## config.mk

```make
export PLATFORM = sky130hd
export DESIGN_NAME = modbus_tcp_client_engine_top
export DESIGN_NICKNAME = d
export VERILOG_FILES = /design/src/rtl/core/mtce_pkg.sv /design/src/rtl/core/mtce_queue.sv /design/src/rtl/core/mtce_front.sv /design/src/rtl/core/mtce_back.sv /design/src/rtl/core/modbus_tcp_client_engine_top.sv
export SDC_FILE = /design/constraint.sdc
export NUM_CORES = 1
export LEC_CHECK = 0
export ABC_AREA = 1
export BUFFER_PORTS_ARGS = -buffer_cell sky130_fd_sc_hd__buf_2
export CAP_MARGIN = 5
export CORE_UTILIZATION = 35
export CTS_CLUSTER_SIZE = 30
export DETAILED_ROUTE_END_ITERATION = 16
export GPL_TIMING_DRIVEN = 1
export HOLD_SLACK_MARGIN = 0.15
export PLACE_DENSITY = 0.53
export RECOVER_POWER = 50
export SLEW_MARGIN = 20
export SYNTH_ARGS = -nofsm -noshare
export SYNTH_HDL_FRONTEND = slang
export SYNTH_SLANG_ARGS = --single-unit
```

## constraint.sdc

```tcl
create_clock -name clk -period 5.39 [get_ports clk]
set_input_delay 0.539 -clock clk [delete_from_list [all_inputs] [get_ports clk]]
set_output_delay 0.539 -clock clk [all_outputs]
set_load 0.02 [all_outputs]
```

## src/rtl/core/mtce_pkg.sv

```systemverilog
// Shared types and constants of the Modbus TCP client transaction engine.
// No dependencies; used by every module of the engine.
package mtce_pkg;

    localparam int QueueDepth = 4;

    localparam int FuncW     = 3;
    localparam int ByteW     = 8;
    localparam int WordW     = 16;
    localparam int IdxW      = 11;
    localparam int StatW     = 4;
    localparam int PosW      = 9;
    localparam int StepW     = 4;
    localparam int InDataW   = 56;
    localparam int OutDataW  = 48;

    localparam logic [FuncW-1:0] FN_RD_REG  = 3'd0;
    localparam logic [FuncW-1:0] FN_WR_REG  = 3'd1;
    localparam logic [FuncW-1:0] FN_RD_COIL = 3'd2;
    localparam logic [FuncW-1:0] FN_WR_COIL = 3'd3;
    localparam logic [FuncW-1:0] FN_RX      = 3'd4;

    localparam logic [1:0] KIND_TX     = 2'd0;
    localparam logic [1:0] KIND_REG    = 2'd1;
    localparam logic [1:0] KIND_COIL   = 2'd2;
    localparam logic [1:0] KIND_STATUS = 2'd3;

    localparam logic [StatW-1:0] ST_OK        = 4'd0;
    localparam logic [StatW-1:0] ST_COUNT     = 4'd1;
    localparam logic [StatW-1:0] ST_TXID      = 4'd2;
    localparam logic [StatW-1:0] ST_PROTO     = 4'd3;
    localparam logic [StatW-1:0] ST_LENGTH    = 4'd4;
    localparam logic [StatW-1:0] ST_EXCEPTION = 4'd5;
    localparam logic [StatW-1:0] ST_FC_ECHO   = 4'd6;
    localparam logic [StatW-1:0] ST_TRUNC     = 4'd7;
    localparam logic [StatW-1:0] ST_BYTECOUNT = 4'd8;
    localparam logic [StatW-1:0] ST_ECHO_SIZE = 4'd9;

    localparam logic [7:0]  EXC_BIT   = 8'h80;
    localparam logic [15:0] COIL_ON   = 16'hFF00;
    localparam logic [15:0] MAX_REGS  = 16'd125;
    localparam logic [15:0] MAX_COILS = 16'd2000;
    localparam logic [15:0] MAX_LEN   = 16'd260;

    typedef struct packed {
        logic             frame;
        logic [WordW-1:0] txid;
        logic [ByteW-1:0] unit;
        logic [ByteW-1:0] fc;
        logic [WordW-1:0] addr;
        logic [WordW-1:0] word;
        logic             reg_en;
        logic [StepW-1:0] coil_cnt;
        logic [ByteW-1:0] coil_byte;
        logic [IdxW-1:0]  idx;
        logic             st_en;
        logic [StatW-1:0] st;
        logic [ByteW-1:0] exc;
        logic             drop;
    } job_t;

    function automatic logic [7:0] fcode(input logic [1:0] fn);
        logic [7:0] c;
        case (fn)
            2'd0:    c = 8'h03;
            2'd1:    c = 8'h06;
            2'd2:    c = 8'h01;
            default: c = 8'h05;
        endcase
        return c;
    endfunction

endpackage

```

## src/rtl/core/mtce_queue.sv

```systemverilog
// Small job queue between the front and back parts of the engine.
// Depends on mtce_pkg for the job type.
module mtce_queue #(
    parameter int DEPTH = mtce_pkg::QueueDepth
) (
    input  logic           clk,
    input  logic           rst_n,
    input  logic           push,
    input  mtce_pkg::job_t din,
    output logic           full,
    input  logic           pop,
    output mtce_pkg::job_t dout,
    output logic           avail
);
    localparam int PtrW = (DEPTH > 1) ? $clog2(DEPTH) : 1;
    localparam int CntW = $clog2(DEPTH + 1);

    mtce_pkg::job_t mem [DEPTH];
    logic [PtrW-1:0] wr_ptr_reg, rd_ptr_reg;
    logic [CntW-1:0] count_reg;

    assign full  = (count_reg == CntW'(DEPTH));
    assign avail = (count_reg != '0);
    assign dout  = mem[rd_ptr_reg];

    always_ff @(posedge clk)
    begin
        if (push)
        begin
            mem[wr_ptr_reg] <= din;
        end
    end

    always_ff @(posedge clk or negedge rst_n)
    begin
        if (!rst_n)
        begin
            wr_ptr_reg <= '0;
            rd_ptr_reg <= '0;
            count_reg  <= '0;
        end
        else
        begin
            if (push)
            begin
                wr_ptr_reg <= (wr_ptr_reg == PtrW'(DEPTH - 1)) ? '0 : wr_ptr_reg + 1'b1;
            end
            if (pop)
            begin
                rd_ptr_reg <= (rd_ptr_reg == PtrW'(DEPTH - 1)) ? '0 : rd_ptr_reg + 1'b1;
            end
            if (push && !pop)
            begin
                count_reg <= count_reg + 1'b1;
            end
            else if (pop && !push)
            begin
                count_reg <= count_reg - 1'b1;
            end
        end
    end

endmodule

```

## src/rtl/core/mtce_front.sv

```systemverilog
// Front part: accepts requests and received bytes, keeps transaction and
// parse state, and turns each accepted item into at most one job. Depends on mtce_pkg.
module mtce_front (
    input  logic                          clk,
    input  logic                          rst_n,
    input  logic                          cfg_we,
    input  logic [7:0]                    cfg_wdata,
    input  logic                          accept,
    input  logic [mtce_pkg::FuncW-1:0]    func,
    input  logic [15:0]                   address,
    input  logic [15:0]                   quantity,
    input  logic [15:0]                   write_value,
    input  logic [7:0]                    rx_byte,
    output logic                          push,
    output mtce_pkg::job_t                job
);
    typedef enum logic [1:0] {PH_IDLE, PH_HEADER, PH_PDU, PH_DRAIN} phase_t;

    phase_t                      phase_reg, phase_next;
    logic [7:0]                  unit_reg;
    logic [15:0]                 txc_reg, txc_next;
    logic [15:0]                 exp_reg, exp_next;
    logic [1:0]                  pfn_reg, pfn_next;
    logic [mtce_pkg::IdxW-1:0]   pqty_reg, pqty_next;
    logic [mtce_pkg::PosW-1:0]   bpos_reg, bpos_next;
    logic [mtce_pkg::PosW-1:0]   plen_reg, plen_next;
    logic [47:0]                 hdr_reg, hdr_next;
    logic [15:0]                 rf_reg, rf_next;
    logic [mtce_pkg::IdxW-1:0]   oidx_reg, oidx_next;

    logic [7:0]                  fc;
    logic                        is_read;
    logic [mtce_pkg::PosW-1:0]   p;
    logic [11:0]                 want;
    logic [mtce_pkg::IdxW-1:0]   remain;
    logic [mtce_pkg::StepW-1:0]  cnt;
    logic [15:0]                 rln;
    logic                        bad_qty;

    assign fc      = mtce_pkg::fcode(pfn_reg);
    assign is_read = !pfn_reg[0];
    assign p       = bpos_reg + 1'b1;
    assign want    = (pfn_reg == 2'd0) ? {pqty_reg, 1'b0}
                                       : 12'((12'(pqty_reg) + 12'd7) >> 3);
    assign remain  = pqty_reg - oidx_reg;
    assign cnt     = (oidx_reg >= pqty_reg) ? '0
                   : (remain >= 11'd8) ? 4'd8 : remain[3:0];
    assign rln     = hdr_reg[15:0];
    assign bad_qty = (func == mtce_pkg::FN_RD_REG
                        && (quantity == 16'd0 || quantity > mtce_pkg::MAX_REGS))
                  || (func == mtce_pkg::FN_RD_COIL
                        && (quantity == 16'd0 || quantity > mtce_pkg::MAX_COILS));

    always_comb
    begin
        phase_next = phase_reg;
        txc_next   = txc_reg;
        exp_next   = exp_reg;
        pfn_next   = pfn_reg;
        pqty_next  = pqty_reg;
        bpos_next  = bpos_reg;
        plen_next  = plen_reg;
        hdr_next   = hdr_reg;
        rf_next    = rf_reg;
        oidx_next  = oidx_reg;
        job        = '0;
        if (accept)
        begin
            if (func <= mtce_pkg::FN_WR_COIL)
            begin
                phase_next = PH_IDLE;
                if (bad_qty)
                begin
                    job.st_en = 1'b1;
                    job.st    = mtce_pkg::ST_COUNT;
                end
                else
                begin
                    job.frame = 1'b1;
                    job.txid  = txc_reg;
                    job.unit  = unit_reg;
                    job.fc    = mtce_pkg::fcode(func[1:0]);
                    job.addr  = address;
                    if (func == mtce_pkg::FN_WR_REG)
                    begin
                        job.word = write_value;
                    end
                    else if (func == mtce_pkg::FN_WR_COIL)
                    begin
                        job.word = (write_value != 16'd0) ? mtce_pkg::COIL_ON : 16'd0;
                    end
                    else
                    begin
                        job.word = quantity;
                    end
                    txc_next   = txc_reg + 1'b1;
                    exp_next   = txc_reg;
                    pfn_next   = func[1:0];
                    pqty_next  = func[0] ? '0 : quantity[10:0];
                    phase_next = PH_HEADER;
                    bpos_next  = '0;
                    plen_next  = '0;
                    hdr_next   = '0;
                    rf_next    = '0;
                    oidx_next  = '0;
                end
            end
            else if (func == mtce_pkg::FN_RX)
            begin
                case (phase_reg)
                    PH_HEADER:
                    begin
                        if (bpos_reg < 9'd6)
                        begin
                            hdr_next  = {hdr_reg[39:0], rx_byte};
                            bpos_next = p;
                        end
                        else if (hdr_reg[47:32] != exp_reg)
                        begin
                            phase_next = PH_IDLE;
                            job.st_en  = 1'b1;
                            job.st     = mtce_pkg::ST_TXID;
                            job.drop   = 1'b1;
                        end
                        else if (hdr_reg[31:16] != 16'd0)
                        begin
                            phase_next = PH_IDLE;
                            job.st_en  = 1'b1;
                            job.st     = mtce_pkg::ST_PROTO;
                            job.drop   = 1'b1;
                        end
                        else if (rln < 16'd2 || rln > mtce_pkg::MAX_LEN)
                        begin
                            phase_next = PH_IDLE;
                            job.st_en  = 1'b1;
                            job.st     = mtce_pkg::ST_LENGTH;
                            job.drop   = 1'b1;
                        end
                        else
                        begin
                            plen_next  = rln[8:0] - 1'b1;
                            bpos_next  = '0;
                            phase_next = PH_PDU;
                        end
                    end
                    PH_DRAIN:
                    begin
                        bpos_next = p;
                        if (p >= plen_reg)
                        begin
                            phase_next = PH_IDLE;
                        end
                    end
                    PH_PDU:
                    begin
                        bpos_next = p;
                        if (p == 9'd1)
                        begin
                            rf_next = {8'd0, rx_byte};
                            if (rx_byte == (fc | mtce_pkg::EXC_BIT))
                            begin
                                if (plen_reg == 9'd1)
                                begin
                                    phase_next = PH_IDLE;
                                    job.st_en  = 1'b1;
                                    job.st     = mtce_pkg::ST_EXCEPTION;
                                end
                            end
                            else if (rx_byte != fc)
                            begin
                                phase_next = PH_IDLE;
                                job.st_en  = 1'b1;
                                job.st     = mtce_pkg::ST_FC_ECHO;
                                job.drop   = 1'b1;
                            end
                            else if (!is_read && plen_reg != 9'd5)
                            begin
                                phase_next = PH_IDLE;
                                job.st_en  = 1'b1;
                                job.st     = mtce_pkg::ST_ECHO_SIZE;
                                job.drop   = 1'b1;
                            end
                            else if (is_read && plen_reg < 9'd2)
                            begin
                                phase_next = PH_IDLE;
                                job.st_en  = 1'b1;
                                job.st     = mtce_pkg::ST_TRUNC;
                                job.drop   = 1'b1;
                            end
                        end
                        else if (p == 9'd2 && rf_reg[7:0] == (fc | mtce_pkg::EXC_BIT))
                        begin
                            phase_next = (plen_reg > 9'd2) ? PH_DRAIN : PH_IDLE;
                            job.st_en  = 1'b1;
                            job.st     = mtce_pkg::ST_EXCEPTION;
                            job.exc    = rx_byte;
                        end
                        else if (!is_read)
                        begin
                            if (p >= plen_reg)
                            begin
                                phase_next = PH_IDLE;
                                job.st_en  = 1'b1;
                                job.st     = mtce_pkg::ST_OK;
                            end
                        end
                        else if (p == 9'd2)
                        begin
                            if (12'(rx_byte) != want
                                || 10'(plen_reg) < 10'd2 + 10'(rx_byte))
                            begin
                                phase_next = PH_IDLE;
                                job.st_en  = 1'b1;
                                job.st     = mtce_pkg::ST_BYTECOUNT;
                                job.drop   = 1'b1;
                            end
                            else
                            begin
                                rf_next   = {rx_byte, 8'd0};
                                oidx_next = '0;
                            end
                        end
                        else
                        begin
                            if (pfn_reg == 2'd0)
                            begin
                                if (p[0])
                                begin
                                    rf_next = {rf_reg[15:8], rx_byte};
                                end
                                else
                                begin
                                    job.reg_en = 1'b1;
                                    job.word   = {rf_reg[7:0], rx_byte};
                                    job.idx    = oidx_reg;
                                    oidx_next  = oidx_reg + 1'b1;
                                end
                            end
                            else
                            begin
                                job.coil_cnt  = cnt;
                                job.coil_byte = rx_byte;
                                job.idx       = oidx_reg;
                                oidx_next     = oidx_reg
                                    + {{(mtce_pkg::IdxW - mtce_pkg::StepW){1'b0}}, cnt};
                            end
                            if (10'(p) >= 10'd2 + 10'(rf_reg[15:8]))
                            begin
                                phase_next = (plen_reg > p) ? PH_DRAIN : PH_IDLE;
                                job.st_en  = 1'b1;
                                job.st     = mtce_pkg::ST_OK;
                            end
                        end
                    end
                    default:
                    begin
                        phase_next = phase_reg;
                    end
                endcase
            end
        end
    end

    assign push = job.frame || job.st_en || job.reg_en || (job.coil_cnt != '0);

    always_ff @(posedge clk or negedge rst_n)
    begin
        if (!rst_n)
        begin
            phase_reg <= PH_IDLE;
            unit_reg  <= '0;
            txc_reg   <= '0;
            exp_reg   <= '0;
            pfn_reg   <= '0;
            pqty_reg  <= '0;
            bpos_reg  <= '0;
            plen_reg  <= '0;
            hdr_reg   <= '0;
            rf_reg    <= '0;
            oidx_reg  <= '0;
        end
        else
        begin
            if (cfg_we)
            begin
                unit_reg <= cfg_wdata;
            end
            phase_reg <= phase_next;
            txc_reg   <= txc_next;
            exp_reg   <= exp_next;
            pfn_reg   <= pfn_next;
            pqty_reg  <= pqty_next;
            bpos_reg  <= bpos_next;
            plen_reg  <= plen_next;
            hdr_reg   <= hdr_next;
            rf_reg    <= rf_next;
            oidx_reg  <= oidx_next;
        end
    end

endmodule

```

## src/rtl/core/mtce_back.sv

```systemverilog
// Back part: expands each queued job into result transfers, one per cycle while
// the output is not stalled, into a registered output stage. Depends on mtce_pkg.
module mtce_back (
    input  logic                              clk,
    input  logic                              rst_n,
    input  logic                              avail,
    input  mtce_pkg::job_t                    job,
    output logic                              pop,
    output logic                              m_tvalid,
    input  logic                              m_tready,
    output logic [mtce_pkg::OutDataW-1:0]     m_tdata,
    output logic [1:0]                        m_tuser,
    output logic                              m_tlast
);
    logic [mtce_pkg::StepW-1:0]    step_reg;
    logic                          ov_reg;
    logic [mtce_pkg::OutDataW-1:0] data_reg;
    logic [1:0]                    kind_reg;
    logic                          last_reg;

    logic [mtce_pkg::StepW-1:0]    total;
    logic [mtce_pkg::StepW-1:0]    k;
    logic                          load;
    logic                          is_last;
    logic [1:0]                    kind;
    logic [7:0]                    txb;
    logic [15:0]                   dval;
    logic [mtce_pkg::IdxW-1:0]     idx;
    logic [mtce_pkg::StatW-1:0]    st;
    logic [7:0]                    exc;
    logic                          drop;

    assign total   = job.frame ? 4'd12
                   : 4'(job.reg_en) + job.coil_cnt + 4'(job.st_en);
    assign k       = step_reg - 4'(job.reg_en);
    assign is_last = (step_reg == total - 1'b1);
    assign load    = avail && (!ov_reg || m_tready);
    assign pop     = load && is_last;

    always_comb
    begin
        kind = mtce_pkg::KIND_STATUS;
        txb  = '0;
        dval = '0;
        idx  = '0;
        st   = '0;
        exc  = '0;
        drop = 1'b0;
        if (job.frame)
        begin
            kind = mtce_pkg::KIND_TX;
            case (step_reg)
                4'd0:    txb = job.txid[15:8];
                4'd1:    txb = job.txid[7:0];
                4'd5:    txb = 8'd6;
                4'd6:    txb = job.unit;
                4'd7:    txb = job.fc;
                4'd8:    txb = job.addr[15:8];
                4'd9:    txb = job.addr[7:0];
                4'd10:   txb = job.word[15:8];
                4'd11:   txb = job.word[7:0];
                default: txb = 8'd0;
            endcase
        end
        else if (job.reg_en && step_reg == '0)
        begin
            kind = mtce_pkg::KIND_REG;
            dval = job.word;
            idx  = job.idx;
        end
        else if (k < job.coil_cnt)
        begin
            kind = mtce_pkg::KIND_COIL;
            dval = {15'd0, job.coil_byte[k[2:0]]};
            idx  = job.idx + {{(mtce_pkg::IdxW - mtce_pkg::StepW){1'b0}}, k};
        end
        else
        begin
            st   = job.st;
            exc  = job.exc;
            drop = job.drop;
        end
    end

    always_ff @(posedge clk or negedge rst_n)
    begin
        if (!rst_n)
        begin
            step_reg <= '0;
            ov_reg   <= 1'b0;
        end
        else if (load)
        begin
            ov_reg   <= 1'b1;
            step_reg <= is_last ? '0 : step_reg + 1'b1;
        end
        else if (m_tready)
        begin
            ov_reg <= 1'b0;
        end
    end

    always_ff @(posedge clk)
    begin
        if (load)
        begin
            data_reg <= {drop, exc, st, idx, dval, txb};
            kind_reg <= kind;
            last_reg <= is_last;
        end
    end

    assign m_tvalid = ov_reg;
    assign m_tdata  = data_reg;
    assign m_tuser  = kind_reg;
    assign m_tlast  = last_reg;

endmodule

```

## src/rtl/core/modbus_tcp_client_engine_top.sv

```systemverilog
// Top level of the Modbus TCP client transaction engine.
// Depends on mtce_pkg, mtce_front, mtce_queue and mtce_back.
//
// channel  | dir | handshake          | payload
// s_       | in  | s_tvalid/s_tready  | tuser func, tdata address..rx_byte
// m_       | out | m_tvalid/m_tready  | tuser kind, tdata tx_byte..drop_link
// cfg_     | in  | cfg_we             | cfg_wdata unit_id
//
// Input items are taken one per cycle while the job queue has room.
// Results leave one per cycle while the output is not stalled; a request
// frame yields 12 transfers, a coil byte up to 9, so the back end sets the sustained rate.
// Reset clears all transaction and parse state and empties the queue.
// A stalled output holds its transfer; the queue absorbs up to QDEPTH jobs.
module modbus_tcp_client_engine_top #(
    parameter int QDEPTH = mtce_pkg::QueueDepth
) (
    input  logic                          clk,
    input  logic                          rst_n,
    input  logic                          cfg_we,
    input  logic [7:0]                    cfg_wdata,
    input  logic                          s_tvalid,
    output logic                          s_tready,
    input  logic [mtce_pkg::InDataW-1:0]  s_tdata,  // address, quantity,
                                                    //   write_value, rx_byte
    input  logic [mtce_pkg::FuncW-1:0]    s_tuser,  // func
    output logic                          m_tvalid,
    input  logic                          m_tready,
    output logic [mtce_pkg::OutDataW-1:0] m_tdata,  // tx_byte, data_value, item_index,
                                                    //   status, exception_code, drop_link
    output logic [1:0]                    m_tuser,  // kind
    output logic                          m_tlast
);
    logic           full, push, pop, avail;
    mtce_pkg::job_t job_in, job_out;

    assign s_tready = !full;

    mtce_front u_front (
        .clk         (clk),
        .rst_n       (rst_n),
        .cfg_we      (cfg_we),
        .cfg_wdata   (cfg_wdata),
        .accept      (s_tvalid && !full),
        .func        (s_tuser),
        .address     (s_tdata[15:0]),
        .quantity    (s_tdata[31:16]),
        .write_value (s_tdata[47:32]),
        .rx_byte     (s_tdata[55:48]),
        .push        (push),
        .job         (job_in)
    );

    mtce_queue #(.DEPTH(QDEPTH)) u_queue (
        .clk   (clk),
        .rst_n (rst_n),
        .push  (push),
        .din   (job_in),
        .full  (full),
        .pop   (pop),
        .dout  (job_out),
        .avail (avail)
    );

    mtce_back u_back (
        .clk      (clk),
        .rst_n    (rst_n),
        .avail    (avail),
        .job      (job_out),
        .pop      (pop),
        .m_tvalid (m_tvalid),
        .m_tready (m_tready),
        .m_tdata  (m_tdata),
        .m_tuser  (m_tuser),
        .m_tlast  (m_tlast)
    );

endmodule

```

Word-level counts from Yosys, hierarchy flattened
Memory sizes are Yosys's and may differ from the RTL's.
Index checks and enable logic that the tools add are counted.
{ "totals": {"output_inout_bits": 53, "ram_bits": 412, "register_bits": 211, "mem_count": 1} }
{ "memory_table": {"columns": ["memory", "depth", "width", "read_ports", "rd_ports_with_merged_regs", "write_ports", "line", "source"], "rows": [
  ["u_queue.mem", 4, 103, 1, 0, 1, "mtce_queue.sv:18", "mtce_pkg::job_t mem [DEPTH];"]
]} }
{ "op_classes": {"n_mux": 145, "reduce_logical": 56, "bitwise": 1, "addsub": 19, "eq_ne": 54, "n_lt_le_gt_ge": 16} }
{ "op_table": {"columns": ["op", "n"], "rows": [
  ["2-to-1 mux 16 bit", 15],
  ["2-to-1 mux 48 bit", 5],
  ["2-to-1 mux 40 bit", 5],
  ["2-to-1 mux 11 bit", 16],
  ["2-to-1 mux 9 bit", 15],
  ["2-to-1 mux 103 bit", 1],
  ["2-to-1 mux 5 bit", 18],
  ["one-hot mux 8 bit (9 select lines)", 1],
  ["2-to-1 mux 65 bit", 1],
  ["2-to-1 mux 54 bit", 1],
  ["2-to-1 mux 49 bit", 1],
  ["2-to-1 mux 2 bit", 22],
  ["2-to-1 mux 17 bit", 2],
  ["2-to-1 mux 8 bit", 4],
  ["nonzero test 16 bit", 2],
  ["2-to-1 mux 12 bit", 2],
  ["2-to-1 mux 24 bit", 1],
  ["AND reduction 8 bit", 3],
  ["adder 11 x 4 -> 11 bit", 2],
  ["2-to-1 mux 1 bit", 22],
  ["adder 2 x 8 -> 9 bit, first input constant", 2],
  ["== test 9 x 1 -> 1 bit, second input constant", 2],
  ["one-hot mux 3 bit (3 select lines)", 2],
  ["one-hot mux 9 bit (2 select lines)", 1],
  ["79 further kinds", 145]
]} }

Longest topological paths before layout
{ "depth": {"word_depth": 20, "ltp_mapped": 27, "ltp_nobuf": 27} }

By module
From an unflattened synthesis, not the netlist that was laid out.
{ "hier_totals": {"cells_unflattened": 3224, "hier_area_um2": 31052.3} }
{ "by_module_without_submodules": {"columns": ["module", "cells_per_inst", "area_per_inst_um2", "n_inst", "seq_area_each_um2"], "rows": [
  ["mtce_queue", 1255, 16692.3, 1, 12547.0],
  ["mtce_front", 1562, 10874.2, 1, 3703.6],
  ["mtce_back", 404, 3472.1, 1, 1656.6],
  ["modbus_tcp_client_engine_top", 3, 13.8, 1, 0.0]
]} }

Least setup slack after synthesis
OpenSTA, ideal clock, no wires.
{ "synth_timing": {"path_type": "register -> register", "startpoint": "reg u_queue.count_reg[1]", "endpoint": "reg u_queue.count_reg[1]", "slack_ns": 0.262, "arrival_ns": 5.005, "synth_period_minus_slack_ns": 5.128, "required_ns": 5.267, "n_path_buf": 0, "path_stages_with_launch": 11, "cell_sequence": "dfrtp_1 > inv_1 > a31oi_1 > inv_1 > nor2_2 > inv_1 > ha_1 > inv_1 > fa_1 > nor2_1 > a21oi_1"} }
{ "synth_rtl": {"columns": ["element", "line", "source"], "rows": [
  ["start, declared", "mtce_queue.sv:20", "logic [CntW-1:0] count_reg;"],
  ["start signal, assigned", "mtce_queue.sv:54", "count_reg <= count_reg + 1'b1;"],
  ["start signal, assigned", "mtce_queue.sv:58", "count_reg <= count_reg - 1'b1;"],
  ["nonzero test 3 bit (*)", "mtce_queue.sv:23", "assign avail = (count_reg != '0);"],
  ["logical AND 1 bit (*)", "mtce_back.sv:37", "assign load = avail && (!ov_reg || m_tready);"],
  ["via u_back.load", "mtce_back.sv:23", "logic load;"],
  ["logical AND 1 bit (*)", "mtce_back.sv:38", "assign pop = load && is_last;"],
  ["logical NOT 1 bit", "mtce_queue.sv:52", "if (push && !pop)"],
  ["logical AND 1 bit", "mtce_queue.sv:52", null],
  ["2-to-1 mux 3 bit / nonzero test 2 bit (equally long branches)", null, null]
]} }
The timed path passes the listed nets; every way through them passes the cells marked *. The select of a mux whose other input is x is not followed.
A chain may end at the register's enable or synchronous reset.

==> impl_results.md <==
* Number of gates resized after CTS at 0
* Area fraction of the dominant cell type after synthesis at 46.7%
* Data arrival time at the worst-slack endpoint at 4.83 ns
* # setup viols final at 0
* Most frequently used flop master after synthesis: sky130_fd_sc_hd__edfxtp_1
* Via count at 21,100
* Hold path depth at 2
* Count of distinct cell types in the synthesized netlist at 63
* Critical Path Start Type: flip-flop
* Depth of the CTS H-tree at 3
* Number of instances in the synthesized netlist at 2,763
* Number of antenna violations at the first check in global routing at 3
* Clock buffers created by TritonCTS at 69
* Synth Warn # at 0
* Run status: finished, violations left
* Maximum clock skew at final layout at 0.0496 ns
* Number of enable flip-flop cells after synthesis at 443
* Die area at 0.0826 sq mm
* Std-Cell Rows at 104
* Diode insertion count for antenna repair at 0
* Global-route wire length before repair at 124 mm
* Slew at the pin with the worst max-slew slack at 3.78 ns
* Sequential cell area fraction in the yosys report at 60.7%
* Worst-path fanout max at 41
* Total negative slack for setup checks at 0 ns
* Wire length on met3 at 4.53 mm
* Nets in the synthesized netlist at 2,913
* Cell area after technology mapping at 0.0285 sq mm
* Worst relative slew slack at -152%
* Static power due to leakage at 12.8 nW
* CP required at 5.64 ns
* Fin crit share at 84.8%
* Post-route minimum period at 4.57 ns
* Peak Freq at 219 MHz
* Port Buffers at 124
* Remaining global-route overflow at 0
* Post-detailed-routing wire length at 82.0 mm
* Post-detailed-placement half-perimeter wirelength at 55.9 mm
* Top routing layer in use: met5
* Endpoints failing hold at 0
* TritonCTS Sinks at 603
* # IOs at 125
* Initial Utilization at 35.4%
* Worst-case vdd ir drop at 0.223 mV
* DIE WIDTH at 287 um
* Gp weighted congestion at 0.890
* Worst min-delay path class: in2reg
* Vias in the first global route at 20,500
* Depth of the worst register-to-register path at 20
* Register Area at 0.0173 sq mm
* Most frequent cell after synthesis: sky130_fd_sc_hd__nand2_1
* Synthesis-stage register bit count at 603
* Mean instance size in the synthesized netlist at 10.3 sq um
* Routed via count divided by cell count at 5.28
* Biggest area consumer among synthesized cells: sky130_fd_sc_hd__edfxtp_1
* Maximum count of clock buffers along a single path at 3
* Pins Over Slew Limit at 225
* Remaining design rule violation count at 0
* Total instance count after detailed placement at 3,861
* Root cell of the clock tree: sky130_fd_sc_hd__clkbuf_16
* # Max-Cap Violations at 4
* Maximum number of pins on one net before global-route repair at 91
* Met2 routed wirelength at 38.9 mm
* Top cells by area, synth: sky130_fd_sc_hd__edfxtp_1 (47%), sky130_fd_sc_hd__dfrtp_1 (14%), sky130_fd_sc_hd__nand2_1 (6.5%)
* WL met1 at 36.7 mm
* Type of element capturing the critical path: flip-flop
* Start-to-end type of the worst setup path: reg2reg
* Unrepaired setup endpoints after global routing: false
* Nets at 3,031
* Count of antenna-violating nets left after detailed routing at 0
* Max FFs per register at 392
* Routed length per instance at 20.5 um
* Area growth from synthesis to layout at 13.7%
* Fraction of layout cells with a size suffix above 1 at 8.48%
* Commonest cells in the netlist: sky130_fd_sc_hd__nand2_1 (492), sky130_fd_sc_hd__edfxtp_1 (443), sky130_fd_sc_hd__nor2_1 (275)
* Global Route Usage Sum at 19.7%
* Cell area power density at 560 mW/mm^2
* CTS tree: yes
* Share of synthesized flip-flops with an asynchronous set or reset at 26.5%
* Post-route non-filler standard cell count at 3,997
* Clock latency of the later-clocked register in the worst-skew pair at 0.63 ns
* Total power at 18.1 mW
* First-pass iteration count of the detailed router at 6
* Die span in y at 287 um
* Violated checks: max-capacitance violations, max-slew violations
* Combined area of the multi-input logic cells at 0.00958 sq mm
* # fillers at 7,840
* CTS clock-pin slew for the worst setup and hold paths at 0.06 ns
* Core Region at 0.0805 sq mm
* First-iteration detailed-routing DRC count at 1,722
==> worst max-delay path, cell delays in order, from the launching register on <==
cell                      delay [ns]
sky130_fd_sc_hd__dfrtp_1        0.54
sky130_fd_sc_hd__ha_1           0.25
sky130_fd_sc_hd__nand2_1        0.08
sky130_fd_sc_hd__nor2_1         0.21
sky130_fd_sc_hd__nand2_1        0.12
sky130_fd_sc_hd__o21ai_0        0.17
sky130_fd_sc_hd__nand2_1        0.12
sky130_fd_sc_hd__nand2_1        0.10
sky130_fd_sc_hd__nor2_1         0.07
sky130_fd_sc_hd__nand2_1        0.37
sky130_fd_sc_hd__inv_4          0.08
sky130_fd_sc_hd__nor2_1         0.19
sky130_fd_sc_hd__nand2_4        0.09
sky130_fd_sc_hd__nor2_1         0.45
sky130_fd_sc_hd__nor2_2         0.08
sky130_fd_sc_hd__nand3_2        0.13
sky130_fd_sc_hd__nor2_1         0.11
sky130_fd_sc_hd__nand3_4        0.14
sky130_fd_sc_hd__nand2_1        0.11
sky130_fd_sc_hd__inv_4          0.40
sky130_fd_sc_hd__buf_12         0.33
==> layer usage <==
metal | global-route usage (%) | vias to the layer above
met5 | 0 | -
met4 | 5.19 | 6
met3 | 3.50 | 127
met2 | 32.3 | 616
met1 | 26.7 | 10400
li1 | - | 9940
==> cell type report <==
cell class	count	area share [%]
Clock buffer	89	5.81
Clock inverter	38	1.25
Inverter	256	3.03
Multi-Input combinational cell	1787	29.6
Sequential cell	603	53.4
Tap cell	1060	4.09
Timing Repair Buffer	164	2.86
==> through the flow <==
step	setup slack [ns]	instance area (sq um)	utilization, %	hold slack (ns)
3_3_place_gp	1.08	30300	37.6	0.478
4_1_cts	1.04	32700	40.5	0.154
2_1_floorplan	0.262	28500	-	0.243
5_1_grt	0.461	32400	40.2	0.182
6_report	0.817	32400	40.2	0.178
3_5_place_dp	1.07	30300	37.6	0.491
==> kinds of logic after synthesis <==
group	Yosys count	synth area share, %
fa+ha+maj	78	3.55
flops	603	60.7
xor+xnor	70	2.15
simple gates	1052	16.1
buf+inv	373	5.23
compound gates	587	12.3
==> power breakdown <==
part           internal, mW  switching, mW
sequential             6.08          0.580
clock                  2.78           1.93
combinational          2.06           4.72
==> final timing paths <==
| kind | from | slack, ns | end |
|---|---|---|---|
| setup / recovery | u_front.bpos_reg[0]$_DFFE_PN0P_ | 0.82 | u_queue.mem[0][31]$_DFFE_PP_ |
| hold reg to reg | u_front.hdr_reg[1]$_DFFE_PN0P_ | 0.50 | u_front.hdr_reg[1]$_DFFE_PN0P_ |
| setup reg to reg | u_front.bpos_reg[0]$_DFFE_PN0P_ | 0.82 | u_queue.mem[0][31]$_DFFE_PP_ |
| hold / removal | m_tready | 0.18 | u_back.m_tvalid$_DFFE_PN0P_ |
| min in group asynchronous | rst_n | 1.23 | u_front.rf_reg[12]$_DFFE_PN0P_ |
| max in group asynchronous | rst_n | 2.68 | u_front.txc_reg[12]$_DFFE_PN0P_ |
==> layout by cell type (no fill, tap or decap), types with 69 or more instances in the layout <==
cell type,n
sky130_fd_sc_hd__a21oi_1,159
sky130_fd_sc_hd__inv_1,242
sky130_fd_sc_hd__edfxtp_1,443
sky130_fd_sc_hd__buf_2,69
sky130_fd_sc_hd__nand2_1,499
sky130_fd_sc_hd__ha_1,73
sky130_fd_sc_hd__dfrtp_1,158
sky130_fd_sc_hd__nor2_1,287
sky130_fd_sc_hd__o21ai_0,218
sky130_fd_sc_hd__nand3_1,128
sky130_fd_sc_hd__clkbuf_16,69
==> timing repair <==
action,4_1_cts,5_1_grt
setup endpoints to repair,0,0
setup buffers,0,0
hold endpoints to repair,97,0
hold buffers,9,0
(Power assumes the default switching activity.)
